`config.mk`:
```
export PLATFORM = sky130hd
export DESIGN_NAME = midi_cc_to_cv_parser
export DESIGN_NICKNAME = d
export VERILOG_FILES = /design/src/rtl/mccv_pkg.sv /design/src/rtl/mccv_front.sv /design/src/rtl/mccv_cmd_fifo.sv /design/src/rtl/mccv_back.sv /design/src/rtl/midi_cc_to_cv_parser.sv
export SDC_FILE = /design/constraint.sdc
export NUM_CORES = 1
export LEC_CHECK = 0
export BUFFER_PORTS_ARGS = -buffer_cell sky130_fd_sc_hd__buf_2
export CORE_MARGIN = 4
export CORE_UTILIZATION = 50
export CTS_CLUSTER_SIZE = 24
export DETAILED_ROUTE_END_ITERATION = 6
export GPL_TIMING_DRIVEN = 0
export PLACE_DENSITY = 0.68
export SETUP_SLACK_MARGIN = 0.02
export SYNTH_ARGS = -nofsm -noshare
export SYNTH_HDL_FRONTEND = slang
export SYNTH_HIERARCHICAL = 1
export SYNTH_SLANG_ARGS = --single-unit
```
`constraint.sdc`:
```
create_clock -name i_clk -period 3.1 [get_ports i_clk]
set_input_delay 0.62 -clock i_clk [delete_from_list [all_inputs] [get_ports i_clk]]
set_output_delay 0.62 -clock i_clk [all_outputs]
set_load 0.01 [all_outputs]
```
`src/rtl/mccv_pkg.sv`:
```
// shared types, status codes and preset tables for the midi control-voltage parser
// no dependencies
package mccv_pkg;

    localparam logic [3:0] STAT_NONE       = 4'h0;
    localparam logic [3:0] STAT_NOTE_OFF   = 4'h8;
    localparam logic [3:0] STAT_NOTE_ON    = 4'h9;
    localparam logic [3:0] STAT_POLY_PRESS = 4'hA;
    localparam logic [3:0] STAT_CTRL       = 4'hB;
    localparam logic [3:0] STAT_PROG       = 4'hC;
    localparam logic [3:0] STAT_CHAN_PRESS = 4'hD;
    localparam logic [3:0] STAT_BEND       = 4'hE;
    localparam logic [3:0] STAT_SYSTEM     = 4'hF;

    localparam logic [7:0] BYTE_SYSEX_START = 8'hF0;
    localparam logic [7:0] BYTE_SYSEX_END   = 8'hF7;
    localparam logic [7:0] BYTE_REALTIME    = 8'hF8;

    localparam logic [2:0] CC_BANK      = 3'b010;
    localparam logic [2:0] PRESET_LAST  = 3'd7;
    localparam logic [7:0] CV_FULL      = 8'd255;
    localparam logic [7:0] CV_HALF      = 8'd128;
    localparam logic [7:0] CV_ZERO      = 8'd0;

    typedef struct packed {
        logic       is_preset;
        logic [3:0] tgt;
        logic [7:0] val;
    } t_cmd;

    typedef struct packed {
        logic [3:0] tgt;
        logic [7:0] val;
        logic       last;
    } t_cv_write;

    function automatic logic [3:0] preset_tgt(input logic [1:0] idx, input logic [2:0] step);
        logic [3:0] r;
        if (idx == 2'd0) begin
            r = {1'b1, step};
        end else if (step[0]) begin
            r = {2'b00, step[2:1]};
        end else begin
            r = {2'b01, step[2:1]};
        end
        return r;
    endfunction

    function automatic logic [7:0] preset_val(input logic [1:0] idx, input logic [2:0] step);
        logic [7:0] r;
        case (idx)
            2'd1: r = step[0] ? CV_FULL : CV_HALF;
            2'd2: r = (step[1:0] == 2'b00) ? CV_ZERO : CV_FULL;
            default: r = CV_FULL;
        endcase
        return r;
    endfunction

endpackage

```
`src/rtl/mccv_front.sv`:
```
// byte parser: sysex and running status tracking, classifies bytes into write commands
// depends on mccv_pkg
module mccv_front (
    input  logic           i_clk,
    input  logic           i_rst_n,
    input  logic           i_cfg_we,
    input  logic [3:0]     i_cfg_wdata,
    input  logic           i_push,
    input  logic [7:0]     i_midi_byte,
    input  logic           i_cmd_full,
    output logic           o_cmd_push,
    output mccv_pkg::t_cmd o_cmd
);
    import mccv_pkg::*;

    logic [3:0] r_listen_ch;
    logic       r_sysex_open, n_sysex_open;
    logic [3:0] r_status, n_status;
    logic [3:0] r_channel, n_channel;
    logic       r_data_count, n_data_count;
    logic [6:0] r_first_data, n_first_data;
    logic       w_accept;
    logic       w_on_chan;

    assign w_accept  = i_push && !i_cmd_full;
    assign w_on_chan = (r_channel == r_listen_ch);

    always_comb begin
        n_sysex_open = r_sysex_open;
        n_status     = r_status;
        n_channel    = r_channel;
        n_data_count = r_data_count;
        n_first_data = r_first_data;
        o_cmd_push   = 1'b0;
        o_cmd        = '{is_preset: 1'b0, tgt: r_first_data[3:0],
                         val: {i_midi_byte[6:0], 1'b0}};
        if (w_accept) begin
            if (i_midi_byte == BYTE_SYSEX_START) begin
                n_sysex_open = 1'b1;
            end else if (i_midi_byte == BYTE_SYSEX_END) begin
                n_sysex_open = 1'b0;
            end else if (i_midi_byte >= BYTE_REALTIME || r_sysex_open) begin
                n_sysex_open = r_sysex_open;
            end else if (i_midi_byte[7]) begin
                n_status     = i_midi_byte[7:4];
                n_channel    = i_midi_byte[3:0];
                n_data_count = 1'b0;
            end else begin
                unique case (r_status) inside
                    STAT_NOTE_OFF, STAT_NOTE_ON, STAT_POLY_PRESS, STAT_CTRL, STAT_BEND: begin
                        if (!r_data_count) begin
                            n_first_data = i_midi_byte[6:0];
                            n_data_count = 1'b1;
                        end else begin
                            n_data_count = 1'b0;
                            if (r_status == STAT_CTRL && w_on_chan
                                && r_first_data[6:4] == CC_BANK) begin
                                o_cmd_push = 1'b1;
                            end
                        end
                    end
                    STAT_PROG: begin
                        n_data_count = 1'b0;
                        o_cmd.is_preset = 1'b1;
                        o_cmd.tgt = {2'b00, i_midi_byte[1:0]};
                        if (w_on_chan && i_midi_byte[6:2] == 5'd0
                            && i_midi_byte[1:0] != 2'b11) begin
                            o_cmd_push = 1'b1;
                        end
                    end
                    STAT_CHAN_PRESS: begin
                        n_data_count = 1'b0;
                    end
                    default: begin
                        n_data_count = r_data_count;
                    end
                endcase
            end
        end
    end

    always_ff @(posedge i_clk) begin
        if (!i_rst_n) begin
            r_listen_ch  <= 4'd0;
            r_sysex_open <= 1'b0;
            r_status     <= STAT_NONE;
            r_channel    <= 4'd0;
            r_data_count <= 1'b0;
            r_first_data <= 7'd0;
        end else begin
            if (i_cfg_we) begin
                r_listen_ch <= i_cfg_wdata;
            end
            r_sysex_open <= n_sysex_open;
            r_status     <= n_status;
            r_channel    <= n_channel;
            r_data_count <= n_data_count;
            r_first_data <= n_first_data;
        end
    end

endmodule

```
`src/rtl/mccv_cmd_fifo.sv`:
```
// short command queue between parser and write sequencer
// depends on mccv_pkg
module mccv_cmd_fifo #(
    parameter int DEPTH = 2
) (
    input  logic           i_clk,
    input  logic           i_rst_n,
    input  logic           i_push,
    input  mccv_pkg::t_cmd i_cmd,
    output logic           o_full,
    input  logic           i_pop,
    output logic           o_empty,
    output mccv_pkg::t_cmd o_cmd
);
    import mccv_pkg::*;

    localparam int PTR_W = (DEPTH > 1) ? $clog2(DEPTH) : 1;
    localparam int CNT_W = $clog2(DEPTH + 1);

    t_cmd              r_mem [DEPTH];
    logic [PTR_W-1:0]  r_wr_ptr, r_rd_ptr;
    logic [CNT_W-1:0]  r_count;
    logic              w_do_push, w_do_pop;

    assign o_full    = (r_count == CNT_W'(DEPTH));
    assign o_empty   = (r_count == '0);
    assign w_do_push = i_push && !o_full;
    assign w_do_pop  = i_pop && !o_empty;
    assign o_cmd     = r_mem[r_rd_ptr];

    always_ff @(posedge i_clk) begin
        if (w_do_push) begin
            r_mem[r_wr_ptr] <= i_cmd;
        end
    end

    always_ff @(posedge i_clk) begin
        if (!i_rst_n) begin
            r_wr_ptr <= '0;
            r_rd_ptr <= '0;
            r_count  <= '0;
        end else begin
            if (w_do_push) begin
                r_wr_ptr <= (r_wr_ptr == PTR_W'(DEPTH - 1)) ? '0 : r_wr_ptr + 1'b1;
            end
            if (w_do_pop) begin
                r_rd_ptr <= (r_rd_ptr == PTR_W'(DEPTH - 1)) ? '0 : r_rd_ptr + 1'b1;
            end
            if (w_do_push && !w_do_pop) begin
                r_count <= r_count + 1'b1;
            end else if (w_do_pop && !w_do_push) begin
                r_count <= r_count - 1'b1;
            end
        end
    end

endmodule

```
`src/rtl/mccv_back.sv`:
```
// write sequencer: expands commands into control-voltage writes, holds the output register
// depends on mccv_pkg
module mccv_back (
    input  logic                i_clk,
    input  logic                i_rst_n,
    input  logic                i_cmd_empty,
    input  mccv_pkg::t_cmd      i_cmd,
    output logic                o_cmd_pop,
    input  logic                i_pop,
    output logic                o_empty,
    output mccv_pkg::t_cv_write o_write
);
    import mccv_pkg::*;

    typedef enum logic [1:0] {
        ST_IDLE   = 2'b01,
        ST_PRESET = 2'b10
    } t_state;

    t_state    r_state, n_state;
    logic [2:0] r_step, n_step;
    logic [1:0] r_idx, n_idx;
    logic       r_out_valid, n_out_valid;
    t_cv_write  r_out, n_out;
    logic       w_adv;

    assign w_adv   = !r_out_valid || i_pop;
    assign o_empty = !r_out_valid;
    assign o_write = r_out;

    always_comb begin
        n_state     = r_state;
        n_step      = r_step;
        n_idx       = r_idx;
        n_out_valid = r_out_valid;
        n_out       = r_out;
        o_cmd_pop   = 1'b0;
        if (w_adv) begin
            n_out_valid = 1'b0;
            unique case (r_state)
                ST_IDLE: begin
                    if (!i_cmd_empty) begin
                        o_cmd_pop   = 1'b1;
                        n_out_valid = 1'b1;
                        if (i_cmd.is_preset) begin
                            n_idx   = i_cmd.tgt[1:0];
                            n_step  = 3'd1;
                            n_state = ST_PRESET;
                            n_out   = '{tgt: preset_tgt(i_cmd.tgt[1:0], 3'd0),
                                        val: preset_val(i_cmd.tgt[1:0], 3'd0),
                                        last: 1'b0};
                        end else begin
                            n_out = '{tgt: i_cmd.tgt, val: i_cmd.val, last: 1'b1};
                        end
                    end
                end
                ST_PRESET: begin
                    n_out_valid = 1'b1;
                    n_out = '{tgt: preset_tgt(r_idx, r_step),
                              val: preset_val(r_idx, r_step),
                              last: (r_step == PRESET_LAST)};
                    n_step = r_step + 3'd1;
                    if (r_step == PRESET_LAST) begin
                        n_state = ST_IDLE;
                    end
                end
                default: begin
                    n_state = ST_IDLE;
                end
            endcase
        end
    end

    always_ff @(posedge i_clk) begin
        r_out  <= n_out;
        r_idx  <= n_idx;
    end

    always_ff @(posedge i_clk) begin
        if (!i_rst_n) begin
            r_state     <= ST_IDLE;
            r_step      <= 3'd0;
            r_out_valid <= 1'b0;
        end else begin
            r_state     <= n_state;
            r_step      <= n_step;
            r_out_valid <= n_out_valid;
        end
    end

    a_mid_write_in_preset: assert property (@(posedge i_clk) disable iff (!i_rst_n)
        (r_out_valid && !r_out.last) |-> (r_state == ST_PRESET))
        else $error("non-final write outside preset sequence");

    a_preset_keeps_output: assert property (@(posedge i_clk) disable iff (!i_rst_n)
        (r_state == ST_PRESET) |-> r_out_valid)
        else $error("preset sequence without pending write");

    a_step_advances: assert property (@(posedge i_clk) disable iff (!i_rst_n)
        (r_state == ST_PRESET && w_adv && r_step != PRESET_LAST)
            |=> (r_step == $past(r_step) + 3'd1))
        else $error("preset step did not advance");

endmodule

```
`src/rtl/midi_cc_to_cv_parser.sv`:
```
// top level: midi byte parser feeding control-voltage writes through a command queue
// depends on mccv_pkg, mccv_front, mccv_cmd_fifo, mccv_back
//
// channel   direction  handshake                    payload
// bytes     in         i_push / o_full              i_midi_byte
// writes    out        o_empty / i_pop              o_cv_target, o_cv_value, o_last_write
// config    in         i_cfg_we                     i_cfg_wdata (listen channel)
//
// one byte a cycle is accepted while the command queue has room
// a listen-channel cc 32..47 gives one write, program 0..2 eight, one per cycle while popped
// the output register reloads in the cycle its write is popped
// synchronous active-low reset clears parser state, the queue and the write sequencer
module midi_cc_to_cv_parser #(
    parameter int CMD_DEPTH = 2
) (
    input  logic       i_clk,
    input  logic       i_rst_n,
    input  logic       i_cfg_we,
    input  logic [3:0] i_cfg_wdata,
    input  logic       i_push,
    output logic       o_full,
    input  logic [7:0] i_midi_byte,
    output logic       o_empty,
    input  logic       i_pop,
    output logic [3:0] o_cv_target,
    output logic [7:0] o_cv_value,
    output logic       o_last_write
);
    import mccv_pkg::*;

    logic      w_cmd_push, w_cmd_pop, w_cmd_empty;
    t_cmd      w_cmd_in, w_cmd_out;
    t_cv_write w_write;

    mccv_front u_front (
        .i_clk       (i_clk),
        .i_rst_n     (i_rst_n),
        .i_cfg_we    (i_cfg_we),
        .i_cfg_wdata (i_cfg_wdata),
        .i_push      (i_push),
        .i_midi_byte (i_midi_byte),
        .i_cmd_full  (o_full),
        .o_cmd_push  (w_cmd_push),
        .o_cmd       (w_cmd_in)
    );

    mccv_cmd_fifo #(.DEPTH(CMD_DEPTH)) u_fifo (
        .i_clk   (i_clk),
        .i_rst_n (i_rst_n),
        .i_push  (w_cmd_push),
        .i_cmd   (w_cmd_in),
        .o_full  (o_full),
        .i_pop   (w_cmd_pop),
        .o_empty (w_cmd_empty),
        .o_cmd   (w_cmd_out)
    );

    mccv_back u_back (
        .i_clk       (i_clk),
        .i_rst_n     (i_rst_n),
        .i_cmd_empty (w_cmd_empty),
        .i_cmd       (w_cmd_out),
        .o_cmd_pop   (w_cmd_pop),
        .i_pop       (i_pop),
        .o_empty     (o_empty),
        .o_write     (w_write)
    );

    assign o_cv_target  = w_write.tgt;
    assign o_cv_value   = w_write.val;
    assign o_last_write = w_write.last;

endmodule
```
==> results.toml, run 1 <==
[run_status]
outcome = "finished clean"

[worst_setup_path]
endpoint_kind = "register"
crit_buf_inv = 2
path_class = "register to register"
required_ns = 3.37
cp-start-kind = "register"
max_stage_delay_ns = 0.56
crit_slowest_cell = "or4b_4"
cp.arrival_ns = 3.07
path_max_fanout = 6
critPathTopFamily = "simple AND/OR/NAND/NOR gates"
crit_chain = "nand2b_1 > inv_2 > or4b_4 > a211oi_1 > inv_1 > nor2_1 > ha_1 > or3_1 > a21boi_1"

[pwr]
vdd_ir_drop_max_v = 0.000234
leakagePower_nw = 1.51
power_density_nw_per_um2 = 587

[cells_and_area]
diodes = 0
final_area_um2 = 3950
fillCellCount = 588
drive_above_1_share = 0.235
multi_input_comb_area_um2 = 1410
fin_nets = 367
area_delta_synth_final_pct = 14.7
register_area_um2 = 1870

[routing]
vias = 2220
drt-initial-drc-count = 74
drc = 0
antenna_left = 0
viasPerCell = 5.24
routed_wl_mm = 5.98
wire_per_inst_um = 14.1
first_pass_iters = 4

[clock_network]
numCtsBuffers = 9
root_buffer = "clkbuf_8"
cts_tree = "yes"
cts_setup_buffers = 0
clk_pin_slew_worst_paths_ns = 0.07
clock_latency_ns = 0.33
post_cts_resized = 0
cts_buffer_depth = 2
htree_levels = 3
clock-sinks = 73
cts_hold_buf = 0

[sta]
max_slew_margin = 0.368
finalSetupViolCount = 0
setup_tns_ns = 0
period_share = 0.905
hold_viol = 0
worstMarginPinSlew_ns = 0.946
slew_violations = 0
period_needed_ns = 2.80
skew_ns = 0.00501
grt_setup_unrepaired = "true"
clock.fmax_mhz = 357

[logic_synthesis]
ys_seq_elements = 73
yosysMostFrequentCell = "edfxtp_1"
synth_edf_count = 41
syn_area_um2 = 3450
async_reset_ff_frac = 0
syn_avg_cell_area_um2 = 11.6
yosys.area.top_type = "edfxtp_1"
synthCells = 298
ys_warn_count = 6
synth_nets = 326
synth_commonest_cells = "edfxtp_1 (41), dfxtp_1 (32), nand2_1 (25), mux2i_1 (20), inv_1 (18)"
synth_seq_area_share = 0.543
synth_area_leaders = "edfxtp_1 (36%), dfxtp_1 (19%), mux2i_1 (5.8%)"
ys.flop_type = "edfxtp_1"
netlist.area_leader.share = 0.357
synth.distinct_cells = 53

[global_route]
grt_start_max_net_pins = 15
gr-usage-all-layers = 0.154
first_global_vias = 2194
antenna_found_initial = 0
overflow = 0
grt_pass1_wl_mm = 10.3

[placed_design]
dpl-instance-area_um2 = 3700
gp_congestion = 0.767
dp_hpwl_mm = 4.35
numPortBuffers = 30

[die]
die_w_um = 91.0
die_y_um = 91.0
num_rows = 30
start_util = 0.510
core_um2 = 6760
die-area_um2 = 8290
ios = 32

[min_path]
worst_hold_path_type = "register to register"

[run]
maxCapViolations = 0
## registers in the layout, indices dropped and copies added (netlist names), 3 cells and up, named ones only
signal                cells
u_front/r_first_data      7
u_back/r_step             3
u_front/r_status          4
u_front/r_listen_ch       4
u_front/r_channel         4
u_back/o_write           13
u_fifo/r_mem             26
## where the power goes
group          total, mW  leakage (nW)  switching (mW)  internal, mW
clock              0.891         0.120           0.335         0.556
sequential          1.14         0.635          0.0330          1.11
combinational      0.286         0.755           0.170         0.115
total               2.32          1.51           0.538          1.78
## per-stage QoR
step	hold WS [ns]	util	std cells	setup slack [ns]	total power [mW]
2_1_floorplan	0.447	-	298	0.544	1.35
5_1_grt	0.504	0.585	424	0.0163	2.42
3_3_place_gp	0.462	0.547	408	0.0573	1.44
4_1_cts	0.480	0.584	424	0.0841	2.34
6_report	0.475	0.585	424	0.295	2.32
3_5_place_dp	0.465	0.548	408	0.0793	1.45
## path summary, 6_finish.rpt
check | end | slack (ns) | cells after the start | from
worst max-delay path | u_fifo/r_count[1] | 0.30 | 9 | u_fifo/r_count[0]
worst min-delay path | u_front/r_channel[2] | 0.48 | 2 | u_front/r_channel[2]
worst max register to register | u_fifo/r_count[1] | 0.30 | 9 | u_fifo/r_count[0]
worst min register to register | u_front/r_channel[2] | 0.48 | 2 | u_front/r_channel[2]
## cell families (layout without fill, tap and decap cells)
| kind of cell | Yosys count | after routing | share of synthesized area |
|---|---|---|---|
| multiplexers | 36 | 36 | 0.110 |
| AND/OR/NAND/NOR | 84 | 84 | 0.134 |
| XOR/XNOR | 7 | 7 | 0.0178 |
| adder cells (fa/ha/maj) | 11 | 11 | 0.0399 |
| AO/OA/AOI/OAI | 50 | 50 | 0.103 |
| flip-flops | 73 | 73 | 0.543 |
| buffers and inverters | 36 | 82 | 0.0512 |
| other | 1 | 1 | 0.00109 |
## cell type report
class,instances,area share
sequential,73,0.473
multi-input combinational,189,0.357
timing repair buffer,30,0.0380
clock buffer,11,0.0358
buffer,17,0.0266
clock inverter,5,0.0259
tap,80,0.0253
inverter,19,0.0180
## cells in the final DEF, fill, tap and decap left out, drive strengths merged, types with 6 or more instances in the layout
master   n
buf     43
edfxtp  41
dfxtp   32
nand2   25
mux2i   20
inv     19
nor2b   18
mux2    16
clkbuf  15
o21ai   14
nor2    11
ha      11
a21oi   10
and2     6
nand2b   6
xnor2    6
## tightest hold or removal path, delay by kind of cell (launching register included)
kind	cells	cell delay, ns
DFF	1	0.32
muxes	1	0.05
and+or+nand+nor	1	0.06
## metal layers
| metal | global-route usage | share of wire | vias to the layer above | routed length (µm) |
|---|---|---|---|---|
| li1 | - | - | 1141 | - |
| met2 | 0.264 | 0.49 | 38 | 2950 |
| met4 | 0.0452 | 0.0092 | 0 | 55 |
| met1 | 0.193 | 0.46 | 1034 | 2760 |
| met3 | 0.0356 | 0.037 | 7 | 219 |
| met5 | 0 | 0 | - | 0 |
Note: power is estimated with default switching activity, not from simulation.
==> inputs of run 2 (changes only) <==
MAX_ROUTING_LAYER = met4   (was unset)
==> results.toml, run 2 (same netlist as run 1, synthesis figures left out) <==
[run_status]
outcome = "finished clean"

[worst_setup_path]
max_stage_delay_ns = 0.56
path_max_fanout = 6
endpoint_kind = "register"
cp-start-kind = "register"
crit_chain = "nand2b_1 > inv_2 > or4b_4 > a211oi_1 > inv_1 > nor2_1 > ha_1 > or3_1 > a21boi_1"
rr_worst_depth = 9
cp.arrival_ns = 3.07
required_ns = 3.37
crit_slowest_cell = "or4b_4"
path_class = "register to register"
reg2reg_setup_slack_ns = 0.30

[die]
ios = 32
die-area_um2 = 8290
core_um2 = 6760
die_y_um = 91.0
die_w_um = 91.0
num_rows = 30
start_util = 0.510

[clock_network]
cts_tree = "yes"
numCtsBuffers = 9
root_buffer = "clkbuf_8"
clock_latency_ns = 0.33
cts_hold_buf = 0
post_cts_resized = 0
cts_buffer_depth = 2
htree_levels = 3
cts_setup_buffers = 0
clock-sinks = 73
clk_pin_slew_worst_paths_ns = 0.07

[global_route]
first_global_vias = 2194
grt_pass1_wl_mm = 10.3
overflow = 0
grt_start_max_net_pins = 15
antenna_found_initial = 0
gr-usage-all-layers = 0.158

[min_path]
holdPathStages = 2
worst_hold_path_type = "register to register"

[routing]
routed_wl_mm = 5.99
viasPerCell = 5.25
drt-initial-drc-count = 74
wire_per_inst_um = 14.1
antenna_left = 0
first_pass_iters = 4
drc = 0
vias = 2224

[sta]
finalSetupViolCount = 0
worstMarginPinSlew_ns = 0.946
skew_ns = 0.00501
period_share = 0.905
setup_tns_ns = 0
grt_setup_unrepaired = "true"
hold_viol = 0
max_slew_margin = 0.368
period_needed_ns = 2.80
clock.fmax_mhz = 357
slew_violations = 0

[pwr]
vdd_ir_drop_max_v = 0.000234
leakagePower_nw = 1.51
total_power_mw = 2.32
power_density_nw_per_um2 = 587

[placed_design]
gp_congestion = 0.777
numPortBuffers = 30
dp_hpwl_mm = 4.35

[run]
maxCapViolations = 0

[cells_and_area]
regMostFlops = "u_fifo/r_mem"
most-common-layout-cells = "edfxtp_1 (41), buf_2 (33), dfxtp_1 (32)"
area_delta_synth_final_pct = 14.7
drive_above_1_share = 0.235
fin_nets = 367
diodes = 0
fillCellCount = 588
largest_reg_flops = 26
final_common_cell = "edfxtp_1"
## run 2: cell counts in the layout (fill, tap and decap cells not counted)
Identical to the previous run, type by type.
## run 2: power by group
group | leakage [nW] | switching [mW] | internal [mW] | total, mW
Clock | 0.120 | 0.335 | 0.556 | 0.891
Combinational | 0.755 | 0.171 | 0.115 | 0.286
Sequential | 0.635 | 0.0330 | 1.11 | 1.14
Total | 1.51 | 0.538 | 1.78 | 2.32
## run 2: critical path, delay by kind of cell, from the launching register on
kind / cells / cell delay [ns]
AO/OA/AOI/OAI: 2 / 0.53
adder cells (fa/ha/maj): 1 / 0.27
buffers and inverters: 2 / 0.26
flip-flops: 1 / 0.42
AND/OR/NAND/NOR: 4 / 1.25
## run 2: through the flow
| stage | worst slack (ns) | std cells | utilization | cell area (µm²) | hold slack [ns] |
|---|---|---|---|---|---|
| after floorplan | 0.544 | 298 | - | 3450 | 0.447 |
| after global placement | 0.0573 | 408 | 0.547 | 3700 | 0.462 |
| after detailed placement | 0.0793 | 408 | 0.548 | 3700 | 0.465 |
| after CTS | 0.0841 | 424 | 0.584 | 3950 | 0.480 |
| after global routing | 0.0163 | 424 | 0.585 | 3950 | 0.504 |
| final | 0.295 | 424 | 0.585 | 3950 | 0.475 |
## run 2: worst paths after layout
check,start,end
max reg2reg,u_fifo/r_count[0],u_fifo/r_count[1]
min reg2reg,u_front/r_channel[2],u_front/r_channel[2]
min,u_front/r_channel[2],u_front/r_channel[2]
max,u_fifo/r_count[0],u_fifo/r_count[1]
## run 2: area by class of cell
cell class | instances | area, µm² | area share
clock inverter | 5 | 103 | 0.0259
multi-input combinational | 189 | 1410 | 0.357
clock buffer | 11 | 141 | 0.0358
sequential | 73 | 1870 | 0.473
tap | 80 | 100 | 0.0253
buffer | 17 | 105 | 0.0266
timing repair buffer | 30 | 150 | 0.0380
inverter | 19 | 71.3 | 0.0180
## run 2: routing by layer
layer,up-vias,global-route usage,share of wire
li1,1141,-,-
met1,1036,0.193,0.46
met2,40,0.264,0.49
met3,7,0.0356,0.037
met4,0,0.0452,0.0099
met5,-,-,0
==> inputs of run 3 (changes only) <==
GPL_TIMING_DRIVEN = unset   (was 0)
==> results.toml, run 3 (same netlist as run 1, synthesis figures left out) <==
[worst_setup_path]
path_class = "register to register"
required_ns = 3.37
r2r-start = "u_fifo/r_count[0]"
path_max_fanout = 6
endpoint_kind = "register"
reg2reg_setup_slack_ns = 0.46
cp-start-kind = "register"
rr_worst_depth = 9
r2r-end = "u_fifo/r_count[1]"
cp.arrival_ns = 2.92

[global_route]
first_global_vias = 2135
overflow = 0
grt_pass1_wl_mm = 10.2
grt_start_max_net_pins = 41
gr-usage-all-layers = 0.159
antenna_found_initial = 0

[pwr]
power_density_nw_per_um2 = 575
vdd_ir_drop_max_v = 0.000292
leakagePower_nw = 1.45
total_power_mw = 2.22

[routing]
antenna_left = 0
vias = 2170
wire_per_inst_um = 14.5
first_pass_iters = 4
viasPerCell = 5.25
drc = 0
routed_wl_mm = 6.00
drt-initial-drc-count = 81

[sta]
setup_tns_ns = 0
slew_violations = 0
grt_setup_unrepaired = "false"
period_needed_ns = 2.64
skew_ns = 0.00785
max_slew_margin = 0.559
clock.fmax_mhz = 378
worstMarginPinSlew_ns = 0.662
finalSetupViolCount = 0
period_share = 0.853
hold_viol = 0

[cells_and_area]
diodes = 0
final_common_cell = "edfxtp_1"
fin_nets = 356
largest_reg_flops = 26
most-common-layout-cells = "edfxtp_1 (41), dfxtp_1 (32), buf_2 (31)"
regMostFlops = "u_fifo/r_mem"
area_delta_synth_final_pct = 11.9
drive_above_1_share = 0.225

[die]
die_y_um = 91.0
ios = 32
num_rows = 30
core_um2 = 6760
start_util = 0.510
die-area_um2 = 8290
die_w_um = 91.0

[clock_network]
clock_latency_ns = 0.34
post_cts_resized = 0
cts_setup_buffers = 0
numCtsBuffers = 9
cts_tree = "yes"
clk_pin_slew_worst_paths_ns = 0.08
cts_buffer_depth = 2
root_buffer = "clkbuf_8"
htree_levels = 3
clock-sinks = 73
cts_hold_buf = 0

[min_path]
holdPathStages = 2
hold_path_end = "u_front/r_channel[3]"
hp-start = "u_front/r_channel[3]"
worst_hold_path_type = "register to register"

[placed_design]
dp_hpwl_mm = 4.21
numPortBuffers = 31
gp_congestion = 0.838

[run]
maxCapViolations = 0

[run_status]
outcome = "finished clean"
run 3: cell types whose count changed in the layout (fill, tap and decap cells not counted), sizes merged:
cell / before / now
clkbuf: 15 / 9
bufinv: 3 / 2
clkinv: 1 / 2
buf: 43 / 36
clkinvlp: 1 / 3
run 3: area by class of cell:
class | count | area, µm²
Inverter | 19 | 71.3
Tap cell | 80 | 100
Clock buffer | 9 | 124
Multi-Input combinational cell | 189 | 1410
Timing Repair Buffer | 36 | 193
Clock inverter | 7 | 95.1
Fill cell | 602 | 2900
Sequential cell | 73 | 1870
run 3: where the power goes:
part | internal, mW | switching [mW] | total [mW]
sequential | 1.11 | 0.0328 | 1.14
clock | 0.451 | 0.343 | 0.794
combinational | 0.117 | 0.169 | 0.286
run 3: worst max-delay path by stage:
stage	cells after the start	start	slack [ns]	endpoint
final	9	u_fifo/r_count[0]	0.46	u_fifo/r_count[1]
after global routing	9	u_fifo/r_count[0]	0.23	u_fifo/r_count[1]
after CTS	9	u_fifo/r_count[0]	0.45	u_fifo/r_count[1]
after detailed placement	8	i_midi_byte[7]	0.43	u_fifo/r_count[1]
after global placement	8	i_midi_byte[7]	0.48	u_fifo/r_count[1]
after floorplan	6	u_fifo/r_count[0]	0.54	u_fifo/r_mem[0][0]
run 3: per-layer routing:
layer,vias up,global-route usage,wire length [µm],part of all wire
li1,1113,-,-,-
met1,1011,0.193,2830,0.47
met2,38,0.258,2880,0.48
met3,8,0.0489,249,0.041
met4,0,0.0452,51,0.0085
met5,-,-,0,0
run 3: critical path, stage by stage, from the launching register on:
cell and delay [ns]:
dfxtp_1 0.42, nand2b_1 0.18, inv_2 0.08, or4b_4 0.55, a211oi_1 0.33, inv_1 0.11
nor2_1 0.13, ha_1 0.28, or3_1 0.35, a21boi_1 0.14
run 3: through the flow:
stage | area (µm²) | hold WS (ns) | util | worst slack, ns | cells
floorplan | 3450 | 0.447 | - | 0.544 | 298
global route | 3860 | 0.524 | 0.571 | 0.234 | 413
global placement | 3640 | 0.460 | 0.539 | 0.479 | 397
detailed placement | 3640 | 0.468 | 0.539 | 0.426 | 397
CTS | 3860 | 0.481 | 0.571 | 0.446 | 413
finish | 3860 | 0.476 | 0.571 | 0.455 | 413
